[src/sv/gbj_pkg.sv]
package gbj_pkg;

  localparam int MaxRows = 64;
  localparam int MaxCols = 64;
  localparam int RowW = $clog2(MaxRows);
  localparam int ColW = $clog2(MaxCols);
  localparam int Cells = MaxRows * MaxCols;
  localparam int IdxW = RowW + ColW;
  localparam int CntW = IdxW + 1;
  localparam int RegW = 7;
  localparam int DistW = 13;
  localparam logic [DistW-1:0] DistMax = 13'd4095;

  localparam logic [1:0] CellFree  = 2'd0;
  localparam logic [1:0] CellWall  = 2'd1;
  localparam logic [1:0] CellBoost = 2'd2;

  localparam logic [2:0] RegNumRows   = 3'd0;
  localparam logic [2:0] RegNumCols   = 3'd1;
  localparam logic [2:0] RegStartRow  = 3'd2;
  localparam logic [2:0] RegStartCol  = 3'd3;
  localparam logic [2:0] RegTargetRow = 3'd4;
  localparam logic [2:0] RegTargetCol = 3'd5;

  // Command from the load front to the search back
  typedef struct packed {
    logic       last;
    logic [1:0] code;
    logic       store;
    logic [IdxW-1:0] addr;
  } cmd_t;

  // Search geometry, 0-based
  typedef struct packed {
    logic [RowW:0] rows;
    logic [ColW:0] cols;
    logic          skip;
    logic [RowW-1:0] sr;
    logic [ColW-1:0] sc;
    logic [RowW-1:0] tr;
    logic [ColW-1:0] tc;
  } geom_t;

  function automatic logic [IdxW-1:0] cell_idx(logic [RowW-1:0] r, logic [ColW-1:0] c);
    cell_idx = {r, c};
  endfunction

endpackage

[src/sv/gbj_fifo.sv]
// Two-entry command queue between front and back
module gbj_fifo import gbj_pkg::*; (
  input  logic  clk_i,
  input  logic  rst_ni,
  input  logic  wr_valid_i,
  output logic  wr_ready_o,
  input  cmd_t  wr_data_i,
  output logic  rd_valid_o,
  input  logic  rd_ready_i,
  output cmd_t  rd_data_o
);

  cmd_t       mem_q [2];
  logic       wp_q, rp_q;
  logic [1:0] cnt_q;
  logic       wr, rd;

  assign wr_ready_o = (cnt_q != 2'd2);
  assign rd_valid_o = (cnt_q != 2'd0);
  assign rd_data_o  = mem_q[rp_q];
  assign wr = wr_valid_i && wr_ready_o;
  assign rd = rd_valid_o && rd_ready_i;

  always_ff @(posedge clk_i) begin
    if (wr) begin
      mem_q[wp_q] <= wr_data_i;
    end
  end

  always_ff @(posedge clk_i or negedge rst_ni) begin
    if (!rst_ni) begin
      wp_q  <= 1'b0;
      rp_q  <= 1'b0;
      cnt_q <= '0;
    end else begin
      if (wr) wp_q <= ~wp_q;
      if (rd) rp_q <= ~rp_q;
      cnt_q <= cnt_q + {1'b0, wr} - {1'b0, rd};
    end
  end

endmodule

[config.mk]
export PLATFORM = sky130hd
export DESIGN_NAME = gbj_fifo
export DESIGN_NICKNAME = d
export VERILOG_FILES = /design/src/sv/gbj_pkg.sv /design/src/sv/gbj_fifo.sv
export SDC_FILE = /design/constraint.sdc
export NUM_CORES = 1
export LEC_CHECK = 0
export BUFFER_PORTS_ARGS = -buffer_cell sky130_fd_sc_hd__clkbuf_2
export CELL_PAD_IN_SITES_DETAIL_PLACEMENT = 1
export CELL_PAD_IN_SITES_GLOBAL_PLACEMENT = 2
export CORE_AREA = 2 2 66 68
export CTS_BUF_LIST = sky130_fd_sc_hd__clkbuf_8
export CTS_CLUSTER_SIZE = 8
export DETAILED_ROUTE_END_ITERATION = 7
export DIE_AREA = 0 0 68 70
export PLACE_DENSITY_LB_ADDON = 0.12
export SKIP_CTS_REPAIR_TIMING = 1
export SLEW_MARGIN = 20
export SYNTH_ARGS = -nofsm -noshare
export SYNTH_HDL_FRONTEND = slang
export SYNTH_SLANG_ARGS = --single-unit
[constraint.sdc]
create_clock -name clk_i -period 2.17 [get_ports clk_i]
set_input_delay 0.1085 -clock clk_i [delete_from_list [all_inputs] [get_ports clk_i]]
set_output_delay 0.1085 -clock clk_i [all_outputs]
set_load 0.01 [all_outputs]
# == Word-level counts from Yosys, hierarchy flattened ==
# Memory sizes are Yosys's and may differ from the RTL's.
# Cells that the tools add are included.
# totals
register_bits,4
ram_bits,32
out_inout_bits,18
elab_cells,14
n_memories,1
# classes
addsub,2
n_eq_ne,1
muxes,2
bitwise_logic,2
reduce_logical,3
# mem_list
name,words,word_bits,read_ports,rd_clocked_by_memory_dff,wr,line_no,text
mem_q,2,16,1,0,1,gbj_fifo.sv:13,cmd_t mem_q [2];
# op_table
cell,count
$add 2x1->2,1
$logic_and 1x1->1,2
$mux 1,2
$ne 2x2->1 const B,1
$not 1->1,2
$reduce_bool 2->1,1
$sub 2x1->2,1

# == Longest topological paths before layout ==
# logic_depth
ltp_word,4
ltp_mapped,7
mapped_depth_nobuf,7

# == Worst setup path before layout ==
# Ideal clock, no wire load.
# synth_path
path_kind,register to register
from,reg cnt_q[1]
to,mem mem_q[0][0] (netlist name) (enable)
setup_ns,0.388
arrival_ns,1.356
setup_slack_ns,0.426
path_stages_with_launch,4
period_less_slack_ns,1.744
path_cell_list,dfrtp_1 -> nand2b_1 -> nand2_1 -> nor2_1
# synth_between
elab_chain_len,4
# synth_rtl
element,line_no,text
from (decl),gbj_fifo.sv:15,logic [1:0] cnt_q;
from (signal assigned),gbj_fifo.sv:38,"cnt_q <= cnt_q + {1'b0, wr} - {1'b0, rd};"
$ne 2x2->1,gbj_fifo.sv:18,assign wr_ready_o = (cnt_q != 2'd2);
net wr_ready_o,gbj_fifo.sv:6,"output logic wr_ready_o,"
$logic_and 1x1->1,gbj_fifo.sv:21,assign wr = wr_valid_i && wr_ready_o;
$mux 1,gbj_fifo.sv:25,if (wr) begin
$mux 1 (not written as such),gbj_fifo.sv:26,mem_q[wp_q] <= wr_data_i;
to (decl),gbj_fifo.sv:13,
# The timed path passes the listed nets, and every way through them passes these cells.

# == Final worst setup path ==
# layout_path
from,reg cnt_q[1]
to,reg cnt_q[1]
# layout_lines
element,line_no,text
$reduce_bool 2->1,gbj_fifo.sv:19,assign rd_valid_o = (cnt_q != 2'd0);
$logic_and 1x1->1,gbj_fifo.sv:22,assign rd = rd_valid_o && rd_ready_i;
net rd,gbj_fifo.sv:16,"logic wr, rd;"
$sub 2x1->2,gbj_fifo.sv:38,
# The timed path passes the listed nets, and every way through them passes these cells.
# A chain may end at the register's enable or synchronous reset.

==> qor.yml <==
run_status:
  status: "complete, no violations"
synthesis:
  yosysUniqueCellTypes: 14
  synthFlopType: "edfxtp_1"
  synth_nets: 89
  ys_ff_latch: 36
  avgSynthCellArea_um2: 20.3
  yosysTopAreaCell: "edfxtp_1"
  syn_area_um2: 1360
  synth_common_cells: "32 x edfxtp_1, 16 x mux2_2, 4 x dfrtp_1"
  synthCells: 67
  async_flop_share: 0.111
  yosysMostFrequentCell: "edfxtp_1"
  synth_top_area_frac: 0.705
  synth-edff-count: 32
  synth_area_leaders: "edfxtp_1 71%, mux2_2 13%, dfrtp_1 7.3%"
  ys_warn_count: 0
  synth_seq_area_share: 0.779
timing:
  finClkSkew_ns: 0.00259
  max_freq_mhz: 592
  fin_crit_sh: 0.779
  worstMarginPinSlew_ns: 0.375
  finalSetupViolCount: 0
  slew_violations: 0
  period_needed_ns: 1.69
  setup_ws_ns: 0.480
  slew_headroom: 0.750
  rsz0062_at_grt: "false"
  final-hold-violation-count: 0
  tns_ns: 0
cells_and_area:
  drive_above_1_share: 0.578
  nFillCells: 443
  insertedDiodeCount: 0
  utilization: 0.416
  final_net_count: 137
  synthToLayoutAreaGrowth_pct: 26.4
  finalInstanceArea_um2: 1720
clock_network:
  insertion_delay_ns: 0.28
  cts.sinks: 36
  cts_buffers: 5
  clockBufferDepth: 2
  clkTransAtPathRegs_ns: 0.07
  htree_num_levels: 2
  root_buffer: "clkbuf_8"
  tritoncts: "built"
global_route:
  overflow: 0
  antenna_found_initial: 0
  grt_pass1_wl_mm: 3.82
  grt_use_total: 0.112
  grt_pass1_vias: 833
  grt_max_degree: 12
critical_path:
  required_ns: 2.38
  criticalPathCategory: "reg -> reg"
  cp-end-kind: "flip-flop"
  crit_path_max_fanout: 3
  cp.arrival_ns: 1.90
  start_kind: "flip-flop"
place:
  dp_hpwl_mm: 1.63
  placed_cell_area_um2: 1630
  pre_cts_ws_ns: 0.490
  gp_congestion: 0.616
  io_buffers: 37
detailed_routing:
  remaining_drc_errors: 0
  ant_nets: 0
  firstDrtPassIters: 2
  wire_per_inst_um: 13.2
  initialDrtViolationCount: 21
  routed_via_density: 4.34
  via_count: 729
  routed_wl_mm: 2.22
hold_path:
  worstHoldPathType: "in -> reg"
power_and_ir_drop:
  p_comb_frac: 0.334
  power_frac_clock: 0.200
  p_leak_nw: 0.685
  switchingPower_mw: 0.664
  power_density_nw_per_um2: 1290
  swShare: 0.300
  internal_power_mw: 1.55
  seqPwrFrac: 0.466
  ir_drop_uv: 452
floorplanning:
  die_area_um2: 4760
  initial_utilization: 0.329
  dieWidth_um: 68
  rows: 24
  coreArea_um2: 4140
  ios: 38
  die_height_um: 70
job:
  max-cap-violations: 0
==> metrics by stage <==
step | hold slack, ns | instances | power, mW
after floorplan | -0.187 | 67 | 1.53
after global placement | -0.0755 | 159 | 1.79
after detailed placement | -0.0739 | 159 | 1.81
after CTS | -0.385 | 167 | 2.26
after global routing | 0.00671 | 168 | 2.36
final | 0.0123 | 168 | 2.21
==> power by group through the flow <==
stage	registers [mW]	clock network (mW)	logic [mW]
after floorplan	1.01	0	0.516
after global placement	1.04	0	0.751
after detailed placement	1.05	0	0.761
after CTS	1.04	0.461	0.764
after global routing	1.05	0.488	0.822
final	1.03	0.443	0.739
==> placed cells by master (no fill, tap or decap) <==
cell type	count
and2_4	1
and3_1	1
buf_4	5
clkbuf_2	37
clkbuf_8	5
clkinv_1	1
clkinv_2	2
dfrtp_1	4
dlygate4sd3_1	1
edfxtp_1	32
ha_1	2
inv_1	1
mux2_2	16
nand2_1	1
nand2b_1	1
nor2_2	1
or2_1	1
xnor2_1	3
xor2_1	1
==> worst max-delay path, cell delays in order (launching register included) <==
cell,delay [ns]
dfrtp_1,0.41
or2_1,0.25
and2_4,0.17
ha_1,0.26
inv_1,0.04
ha_1,0.18
xnor2_1,0.17
xnor2_1,0.14
==> cell type report <==
class / instances / area, um^2 / area share
Clock buffer: 5 / 68.8 / 0.0399
Tap cell: 52 / 65.1 / 0.0378
Clock inverter: 3 / 13.8 / 0.00799
Timing Repair Buffer: 43 / 233 / 0.135
Multi-Input combinational cell: 28 / 278 / 0.161
Sequential cell: 36 / 1060 / 0.616
Inverter: 1 / 3.75 / 0.00218
==> kinds of logic after synthesis <==
group | count (synthesis) | share of synthesized area
buf+inv | 3 | 0.0193
xor+xnor | 4 | 0.0257
simple gates | 6 | 0.0257
fa+ha+maj | 2 | 0.0184
flops | 36 | 0.779
mux | 16 | 0.132
==> routing by layer <==
metal	wire length, um	track usage
met1	919	0.122
met2	1150	0.183
met3	106	0.0435
met4	44	0.0600
met5	0	0
==> final timing paths <==
check                              start           end  slack, ns  cells after the start
min in group asynchronous         rst_ni      cnt_q[1]       0.16                      2
hold reg to reg                     wp_q          wp_q       0.53                      1
setup reg to reg                cnt_q[1]      cnt_q[1]       0.48                      7
setup / recovery                cnt_q[1]      cnt_q[1]       0.48                      7
max in group asynchronous         rst_ni          wp_q       1.88                      2
hold / removal             wr_data_i[15]  mem_q[1][15]       0.01                      1
==> registers in the layout, summed over array words and instances, names as in the netlist <==
register,cells
cnt_q,2
mem_q,32
rp_q,1
wp_q,1
Note: power is estimated with default switching activity, not from simulation.
