===== src/sv/gbj_pkg.sv =====
package gbj_pkg;

  localparam int MaxRows = 64;
  localparam int MaxCols = 64;
  localparam int RowW = $clog2(MaxRows);
  localparam int ColW = $clog2(MaxCols);
  localparam int Cells = MaxRows * MaxCols;
  localparam int IdxW = RowW + ColW;
  localparam int CntW = IdxW + 1;
  localparam int RegW = 7;
  localparam int DistW = 13;
  localparam logic [DistW-1:0] DistMax = 13'd4095;

  localparam logic [1:0] CellFree  = 2'd0;
  localparam logic [1:0] CellWall  = 2'd1;
  localparam logic [1:0] CellBoost = 2'd2;

  localparam logic [2:0] RegNumRows   = 3'd0;
  localparam logic [2:0] RegNumCols   = 3'd1;
  localparam logic [2:0] RegStartRow  = 3'd2;
  localparam logic [2:0] RegStartCol  = 3'd3;
  localparam logic [2:0] RegTargetRow = 3'd4;
  localparam logic [2:0] RegTargetCol = 3'd5;

  // Command from the load front to the search back
  typedef struct packed {
    logic       last;
    logic [1:0] code;
    logic       store;
    logic [IdxW-1:0] addr;
  } cmd_t;

  // Search geometry, 0-based
  typedef struct packed {
    logic [RowW:0] rows;
    logic [ColW:0] cols;
    logic          skip;
    logic [RowW-1:0] sr;
    logic [ColW-1:0] sc;
    logic [RowW-1:0] tr;
    logic [ColW-1:0] tc;
  } geom_t;

  function automatic logic [IdxW-1:0] cell_idx(logic [RowW-1:0] r, logic [ColW-1:0] c);
    cell_idx = {r, c};
  endfunction

endpackage


===== src/sv/gbj_front.sv =====
// Load front: tracks load position and classifies each cell transfer
module gbj_front import gbj_pkg::*; (
  input  logic            clk_i,
  input  logic            rst_ni,
  input  logic            in_valid_i,
  output logic            in_ready_o,
  input  logic [1:0]      cell_type_i,
  input  logic            last_cell_i,
  input  logic [RowW:0]   rows_i,
  input  logic [ColW:0]   cols_i,
  output logic            cmd_valid_o,
  input  logic            cmd_ready_i,
  output cmd_t            cmd_o
);

  logic [CntW-1:0] pos_q, pos_d;
  logic [CntW-1:0] used;
  logic            store;
  logic            fire;

  assign in_ready_o  = cmd_ready_i;
  assign cmd_valid_o = in_valid_i;
  assign fire        = in_valid_i && cmd_ready_i;

  // Cells in use; anything past them is dropped until the last cell
  assign used  = CntW'(rows_i) * CntW'(cols_i);
  assign store = (pos_q < used);

  assign cmd_o.last  = last_cell_i;
  assign cmd_o.code  = cell_type_i;
  assign cmd_o.store = store;
  assign cmd_o.addr  = pos_q[IdxW-1:0];

  // Row-major load position
  always_comb begin
    pos_d = pos_q;
    if (fire) begin
      if (last_cell_i) begin
        pos_d = '0;
      end else if (store) begin
        pos_d = pos_q + 1'b1;
      end
    end
  end

  always_ff @(posedge clk_i or negedge rst_ni) begin
    if (!rst_ni) begin
      pos_q <= '0;
    end else begin
      pos_q <= pos_d;
    end
  end

endmodule


===== config.mk =====
export PLATFORM = sky130hd
export DESIGN_NAME = gbj_front
export DESIGN_NICKNAME = d
export VERILOG_FILES = /design/src/sv/gbj_pkg.sv /design/src/sv/gbj_front.sv
export SDC_FILE = /design/constraint.sdc
export NUM_CORES = 1
export LEC_CHECK = 0
export ABC_AREA = 1
export BUFFER_PORTS_ARGS = -buffer_cell sky130_fd_sc_hd__buf_4
export CORE_MARGIN = 4
export CORE_UTILIZATION = 40
export DETAILED_ROUTE_END_ITERATION = 7
export PLACE_DENSITY = 0.57
export SKIP_LAST_GASP = 1
export SYNTH_ARGS = -nofsm -noshare
export SYNTH_HDL_FRONTEND = slang
export SYNTH_SLANG_ARGS = --single-unit

===== constraint.sdc =====
create_clock -name clk_i -period 4.78 [get_ports clk_i]
set_input_delay 0.478 -clock clk_i [delete_from_list [all_inputs] [get_ports clk_i]]
set_output_delay 0.478 -clock clk_i [all_outputs]
set_load 0.1 [all_outputs]

* After elaboration in Yosys (flattened, before gate mapping)
Cells that the tools add are included.
** Storage, ports and cells
- Register bits after elaboration :: 13
- Latch bits :: 0
- Memory bits (writable) :: 0
- Memory bits (read-only) :: 0
- Bits of input ports :: 21
- Memories :: 0
** Cells by class
- Add/sub/neg operators :: 1
- Multiply operators :: 1
- Divide/modulo/power cells :: 0
- $lt $le $gt $ge :: 1
- Eq/ne operators :: 0
- Shift operators :: 0
- Multiplexer cells :: 2
- Bitwise logic cells :: 0
- Reduce and logical (&&, ||, !) cells :: 3
** Operator list (number)
- 13-bit 2-to-1 mux :: 2
- 13-bit by 1-bit adder with 13-bit output (second input constant) :: 1
- 13-bit < comparator :: 1
- 7-bit by 7-bit multiplier with 13-bit output :: 1
- 2-bit AND reduction :: 1
- 2-bit nonzero test :: 1
- 1-bit logical AND :: 1

* Longest topological paths before layout
Gate-level depths: netlist of the first run.
- Depth in word-level cells :: 4
- Mapped depth :: 31
- Gate-level depth less buffers :: 30

* Worst setup path after synthesis of the first run
OpenSTA, ideal clock, no wires.
- Path type :: input to output
- Start point :: input cols_i[3]
- End point :: output cmd_o[12] (netlist name)
- Arrival time :: 4.725 ns
- Path slack :: -0.423 ns
- Stages :: 27
- Path buffers :: 1
- Path through :: nand2_1 > inv_1 > fa_1 > inv_1 > fa_1 > inv_1 > fa_1 > inv_1 > fa_1 > inv_1 > ha_1 > nand2_1 > nor3_1 > nand2_1 > nor2_1 > nand3b_1 > nand2_1 > nand2_1 > ha_1 > nand2_1 > nor2_2 > nand2_2 > nor2_1 > nor2_1 > nand2_2 > inv_1 > buf_4
** On the way
- Word-level cells in the longest chain between the ends :: 2
** Ends and longest elaborated chain
- start: declaration :: RTL line gbj_front.sv:10 : input logic [ColW:0] cols_i,
- 7-bit by 7-bit multiplier with 13-bit output :: RTL line gbj_front.sv:26 : assign used = CntW'(rows_i) * CntW'(cols_i);
- 13-bit < comparator :: RTL line gbj_front.sv:27 : assign store = (pos_q < used);
- end: declaration :: RTL line gbj_front.sv:13 : output cmd_t cmd_o
Every way passes these cells.

==> out/results.txt, run 1 <==
RSZ-0062 raised after global routing = true
Synth unique cells = 28
CTS root buf = clkbuf_8
# diodes = 0
Buf+Inv Stages, Crit Path = 10
Fin worst setup slack = -0.500 ns
Net switching power = 633 uW
Global Route met1 Usage = 0.246
Synthesized flop and latch total = 13
WL/cell = 11.8 um
Int Power = 625 uW
Top flop regs = pos_q: 13 flops
Max stage delay on crit path = 0.52 ns
Global-route usage over all layers = 0.171
Leading area contributor after synthesis = ha_1
Clock transition at the registers of the reported paths = 0.06 ns
Max_cap viols = 0
PD cells = 329 nW/um^2
Number of synthesized flops with an enable pin = 0
Drt total wl = 6.96 mm
Gpl congestion = 0.847
Vias in the first global route = 2739
Met2 Track Usage GR = 0.281
Input/output buffers = 34
Clk network pwr share = 0.079
Netlist Area Pre-Place = 2970 sq um
Total Power = 1.26 mW
Share of the synthesized area in the top cell type = 0.181
CTS tree = built
Max Root-Sink Buffers = 2
Sequential share of power = 0.107
CP most frequent cell = inv_2
Clk Latency, worst-skew pair = 0.24 ns
Worst setup SP type = input pin
Die X = 94.1 um
Final Hold Vio Count = 0
Switching portion of total power = 0.503
Antenna violations before repair = 0
Status = finished, violations left
Ys flop type = dfrtp_1
Element type at the critical path end = output pin
Synth Warn # = 0
Sequential share of the synthesized area = 0.110
Vias = 2770
Failing checks = setup timing
Area of the core = 7210 sq um
Row count = 31
Setup Skew = 0.00174 ns
Nets = 578
Reg2Reg Capture Point = pos_q[4]
Crit Path Class = input pin to output pin
VDD IR max = 0.152 mV
Share of layout cells above drive strength 1 = 0.290
Vias/cell = 4.70
Met3 usage = 0.0248
Cts hold-fix bufs = 0
Crit share post-route = 1.10
Delay-heaviest family, CP = adder cells
Final setup violation count = 14
Layer with the highest usage = met2
Tightest Hold Check Type = input pin to asynchronous set/reset pin
CTS Buf Count = 3
Maximum clock rate = 0.189 GHz
Max reg flops = 13
Worst-path maximum fanout = 4
Drt drc = 0
I/O Pins = 39
H-tree level count = 1
Fin. max-slew vios = 0
Die area = 8860 sq um
Synth area leaders = ha_1 18%, fa_1 16%, nand2_1 15%
Biggest register = pos_q
CP startpoint = rows_i[3]
R2R Setup Slk = 2.64 ns
Reg-to-reg startpoint = pos_q[10]
Min Tclk post-route = 5.28 ns
Layout area overhead = 28.7%
Post-Synthesis Cells = 432
CP max-delay cell = fa_1
Synthesized area per cell = 6.87 sq um
Final Core Density = 0.529
Starting DRC count in detailed routing = 125
Pin count of the biggest net entering global routing = 16
Rel. slew slack = 0.417
Die Y = 94.1 um
Drt first pass iters = 4
Post-detailed-route count of antenna-violating nets = 0
Lkg Pwr = 2.21 nW
Remaining global-route overflow = 0
Worst Reg-to-Reg Cells = 14
Hold slack = 0.0667 ns
Initial core utilization = 0.411
Critical Path RT = 4.30 ns
First-pass GRT wire length = 12.3 mm
Detailed placer's ending HPWL = 5.75 mm
Clk sinks = 13
Mapped Nets = 519
Layout fillers = 709
Power share of the combinational group = 0.814
Async SR Flop Fraction = 1.00
Worst Tran Pin Value = 0.874 ns
Critical Path AT = 4.80 ns
## cells in the mapped netlist (all sizes together), types with 3 or more instances
cell and n:
o21ai 5, o21bai 4, a21oi 13, inv 89, fa 23, xnor2 4
ha 43, a31oi 3, xor2 8, nor2 26, nor3 7, nand3 24
buf 20, a21o 3, nand2 136, dfrtp 13, nand4 4
## area by class of cell
type,count,area (sq um),share of cell area
Clock buffer,4,45.0,0.0118
Timing Repair Buffer,75,626,0.164
Inverter,91,342,0.0894
Tap cell,99,124,0.0324
Sequential cell,13,325,0.0852
Multi-Input combinational cell,307,2360,0.617
## logic make-up after synthesis
logic type	synth area share
xor gates and xnor gates	0.0354
DFF	0.110
adders and majority gates	0.337
and+or+nand+nor	0.289
buffers and inverters	0.173
AOI/OAI and AO/OA	0.0569
## power by group through the flow
stage	Clock, mW	Sequential [mW]	Combinational [mW]
2_1_floorplan	0	0.131	0.626
3_3_place_gp	0	0.136	0.880
3_5_place_dp	0	0.136	0.889
4_1_cts	0.101	0.134	0.954
5_1_grt	0.108	0.136	1.14
6_report	0.0997	0.134	1.02
## how the worst max path moves through the flow
stage / end / slack (ns) / cells after the start
3_5_place_dp: cmd_o[12] / -0.58 / 28
3_3_place_gp: cmd_o[12] / -0.57 / 28
4_1_cts: cmd_o[12] / -0.41 / 27
6_report: cmd_o[12] / -0.50 / 26
2_1_floorplan: cmd_o[12] / -0.20 / 27
5_1_grt: cmd_o[12] / -0.67 / 28
## cell usage in the layout, fill, tap and decap left out, types with 2 or more instances in the layout
cell type,n
a21o_1,3
a21oi_1,11
a21oi_2,2
a31oi_1,3
buf_12,2
buf_4,64
buf_6,8
clkbuf_8,3
clkinv_1,2
dfrtp_1,13
fa_1,23
ha_1,39
ha_4,4
inv_1,76
inv_2,13
nand2_1,110
nand2_2,22
nand2_4,2
nand2_8,3
nand3_1,16
nand3_2,7
nand4_1,4
nor2_1,21
nor2_2,4
nor3_1,4
nor3_2,2
o21ai_0,4
o21bai_1,3
xnor2_1,4
xor2_1,8
## per-layer routing
layer,wire (um),part of all wire
met5,0,0
met4,19,0.0027
met3,260,0.037
met2,3270,0.47
met1,3410,0.49
## metrics by stage
step,instance area (sq um),setup WS (ns),setup TNS (ns),instances
after global placement,3500,-0.574,-5.71,581
after CTS,3740,-0.413,-4.30,589
after detailed placement,3500,-0.578,-5.84,581
after global routing,3820,-0.668,-7.65,589
final,3820,-0.500,-4.95,589
after floorplan,3000,-0.201,-0.201,432
## repair_timing
item | CTS | global route
gates cloned | 1 | 0
setup buffers | 3 | 3
endpoints found under the setup margin | 14 | 14
pin swaps | 21 | 20
gates resized for setup | 37 | 21
(Power assumes the default switching activity.)
==> run 2, diff against run 1 <==
--- a/config.mk
+++ b/config.mk
@@ -10,7 +10,7 @@
 export CORE_MARGIN = 4
 export CORE_UTILIZATION = 40
 export DETAILED_ROUTE_END_ITERATION = 7
-export PLACE_DENSITY = 0.57
+export PLACE_DENSITY = 0.63
 export SKIP_LAST_GASP = 1
 export SYNTH_ARGS = -nofsm -noshare
 export SYNTH_HDL_FRONTEND = slang
==> constraint.sdc (replaced) <==
create_clock -name clk_i -period 4.78 [get_ports clk_i]
set_input_delay 0.956 -clock clk_i [delete_from_list [all_inputs] [get_ports clk_i]]
set_output_delay 0.956 -clock clk_i [all_outputs]
set_load 0.1 [all_outputs]
==> out/results.txt, run 2 (synthesized netlist as in run 1, its figures left out) <==
First-pass GRT wire length = 12.3 mm (+0.50%)
Tightest Hold Check Type = input pin to asynchronous set/reset pin
Starting DRC count in detailed routing = 59 (-53%)
Dpl ws = -1.56 ns (-0.983 ns)
Die X = 94.1 um (unchanged)
Layout fillers = 711 (+0.28%)
CTS Buf Count = 3 (unchanged)
Die Y = 94.1 um (unchanged)
Initial core utilization = 0.411 (unchanged)
Biggest register = pos_q
Setup TNS = -7.74 ns (-2.79 ns)
CTS tree = built
Critical Path RT = 3.82 ns (-0.48 ns)
Clock transition at the registers of the reported paths = 0.06 ns (about the same)
Min Tclk post-route = 6.12 ns (+0.843 ns)
Clk Latency, worst-skew pair = 0.24 ns (about the same)
Detailed placer's ending HPWL = 5.72 mm (-0.63%)
Gpl congestion = 0.856 (+1.1%)
Post-detailed-route count of antenna-violating nets = 0 (unchanged)
Worst-path maximum fanout = 4 (unchanged)
Dpl cells = 584 (+0.52%)
I/O Pins = 39 (unchanged)
Antenna violations before repair = 0 (unchanged)
Crit share post-route = 1.28 (+0.176)
Drt drc = 0 (unchanged)
Fin worst setup slack = -1.34 ns (-0.843 ns)
Final Hold Vio Count = 0 (unchanged)
Input/output buffers = 34 (unchanged)
Vias in the first global route = 2756 (+0.62%)
Nets = 579 (+0.17%)
Layout area overhead = 30.0%
Failing checks = setup timing
Max Root-Sink Buffers = 2 (unchanged)
Final setup violation count = 14 (unchanged)
Element type at the critical path end = output pin
WL/cell = 12.1 um (+2.6%)
Vias = 2759 (-0.40%)
Status = finished, violations left
Die area = 8860 sq um (unchanged)
RSZ-0062 raised after global routing = true
Lkg Pwr = 2.21 nW (+0.34%)
Row count = 31 (unchanged)
Total Power = 1.26 mW (about the same)
Drt total wl = 7.16 mm (+2.8%)
PD cells = 326 nW/um^2 (-1.0%)
Maximum clock rate = 0.163 GHz (-14%)
Crit Path Class = input pin to output pin
Rel. slew slack = 0.356 (-0.0609)
Share of layout cells above drive strength 1 = 0.299 (+0.00959)
Max reg flops = 13 (unchanged)
Vias/cell = 4.68 (-0.57%)
Max_cap viols = 0 (unchanged)
Global-route usage over all layers = 0.170 (-0.000675)
Area of the core = 7210 sq um (unchanged)
Setup Skew = 0.00160 ns (-0.000137 ns)
Fin cells = 590 (+0.17%)
Fin. max-slew vios = 0 (unchanged)
CTS root buf = clkbuf_8
Drt first pass iters = 4 (unchanged)
Most frequent cells in the layout = 114 x nand2_1, 76 x inv_1, 65 x buf_4
Top flop regs = pos_q: 13 flops
Remaining global-route overflow = 0 (unchanged)
Worst setup SP type = input pin
Most common cell after layout, fill and taps aside = nand2_1
Worst Tran Pin Value = 0.965 ns (+0.0912 ns)
VDD IR max = 0.164 mV (+8.0%)
Cts hold-fix bufs = 0 (unchanged)
Clk sinks = 13 (unchanged)
H-tree level count = 1 (unchanged)
Critical Path AT = 5.17 ns (+0.37 ns)
Hold slack = 0.548 ns (+0.481 ns)
# diodes = 0 (unchanged)
Pin count of the biggest net entering global routing = 16 (unchanged)
run 2: cell count changes in the layout (fill, tap and decap cells not counted), moves of 2 or more:
cell | previous run | this run
nor2_2 | 4 | 6
nand3_2 | 7 | 13
buf_8 | 1 | 3
nand2_2 | 22 | 17
nand3_1 | 16 | 11
nand2_1 | 110 | 114
run 2: where the power goes:
part	total, mW	internal [mW]	leakage, nW	switching (mW)
Combinational	1.02	0.452	2.01	0.570
Clock	0.101	0.0590	0.0228	0.0424
Sequential	0.135	0.118	0.178	0.0167
Total	1.26	0.629	2.21	0.629
run 2: layout make-up:
cell class | count | area (sq um) | share of cell area
clock buffers | 4 | 45.0 | 0.0117
inverters | 91 | 342 | 0.0886
multi-input cells | 307 | 2390 | 0.620
flip-flops and latches | 13 | 325 | 0.0843
well taps | 99 | 124 | 0.0321
repair buffers | 76 | 632 | 0.164
run 2: worst paths after layout:
check | start | end | slack [ns] | depth (start not counted)
worst min-delay path | rst_ni | pos_q[7] | 0.55 | 1
max in group asynchronous | rst_ni | pos_q[12] | 4.06 | 1
min in group clk_i | pos_q[12] | pos_q[12] | 0.58 | 2
worst min register to register | pos_q[12] | pos_q[12] | 0.58 | 2
worst max register to register | pos_q[4] | pos_q[10] | 2.88 | 12
worst max-delay path | rows_i[3] | cmd_o[12] | -1.34 | 28
run 2: repair_timing:
action                     CTS  global route
setup endpoints to repair   14            14
cloned                       1             0
buffers inserted             0             1
resized for setup           43            18
pin swaps                   24            12
run 2: metal layers:
layer,global-route usage,share of wire,wire length (um)
met5,0,0,0
met4,0.0313,0.012,88
met3,0.0208,0.029,205
met2,0.303,0.50,3560
met1,0.221,0.46,3310
run 2: stage by stage:
| step | utilization | instance area (sq um) |
|---|---|---|
| after floorplan | - | 3010 |
| after global placement | 0.487 | 3520 |
| after detailed placement | 0.487 | 3520 |
| after CTS | 0.521 | 3760 |
| after global routing | 0.535 | 3860 |
| final | 0.535 | 3860 |
run 2: worst max-delay path, cell delays in order:
cell and delay, ns:
buf_6 0.10, nand2_4 0.05, inv_2 0.03, fa_1 0.53, inv_1 0.05, fa_1 0.50, inv_2 0.04, fa_1 0.47
inv_1 0.05, fa_1 0.49, inv_2 0.05, ha_4 0.29, nand2_4 0.07, nor3_4 0.12, nand2_1 0.08, nor2_2 0.11
nand3b_1 0.12, nand2_1 0.05, nand2_1 0.07, ha_1 0.25, nand2_2 0.08, nor2_2 0.04, nand2_1 0.05, nand3_1 0.06
nor2_1 0.13, nand2_2 0.08, inv_2 0.07, buf_12 0.17
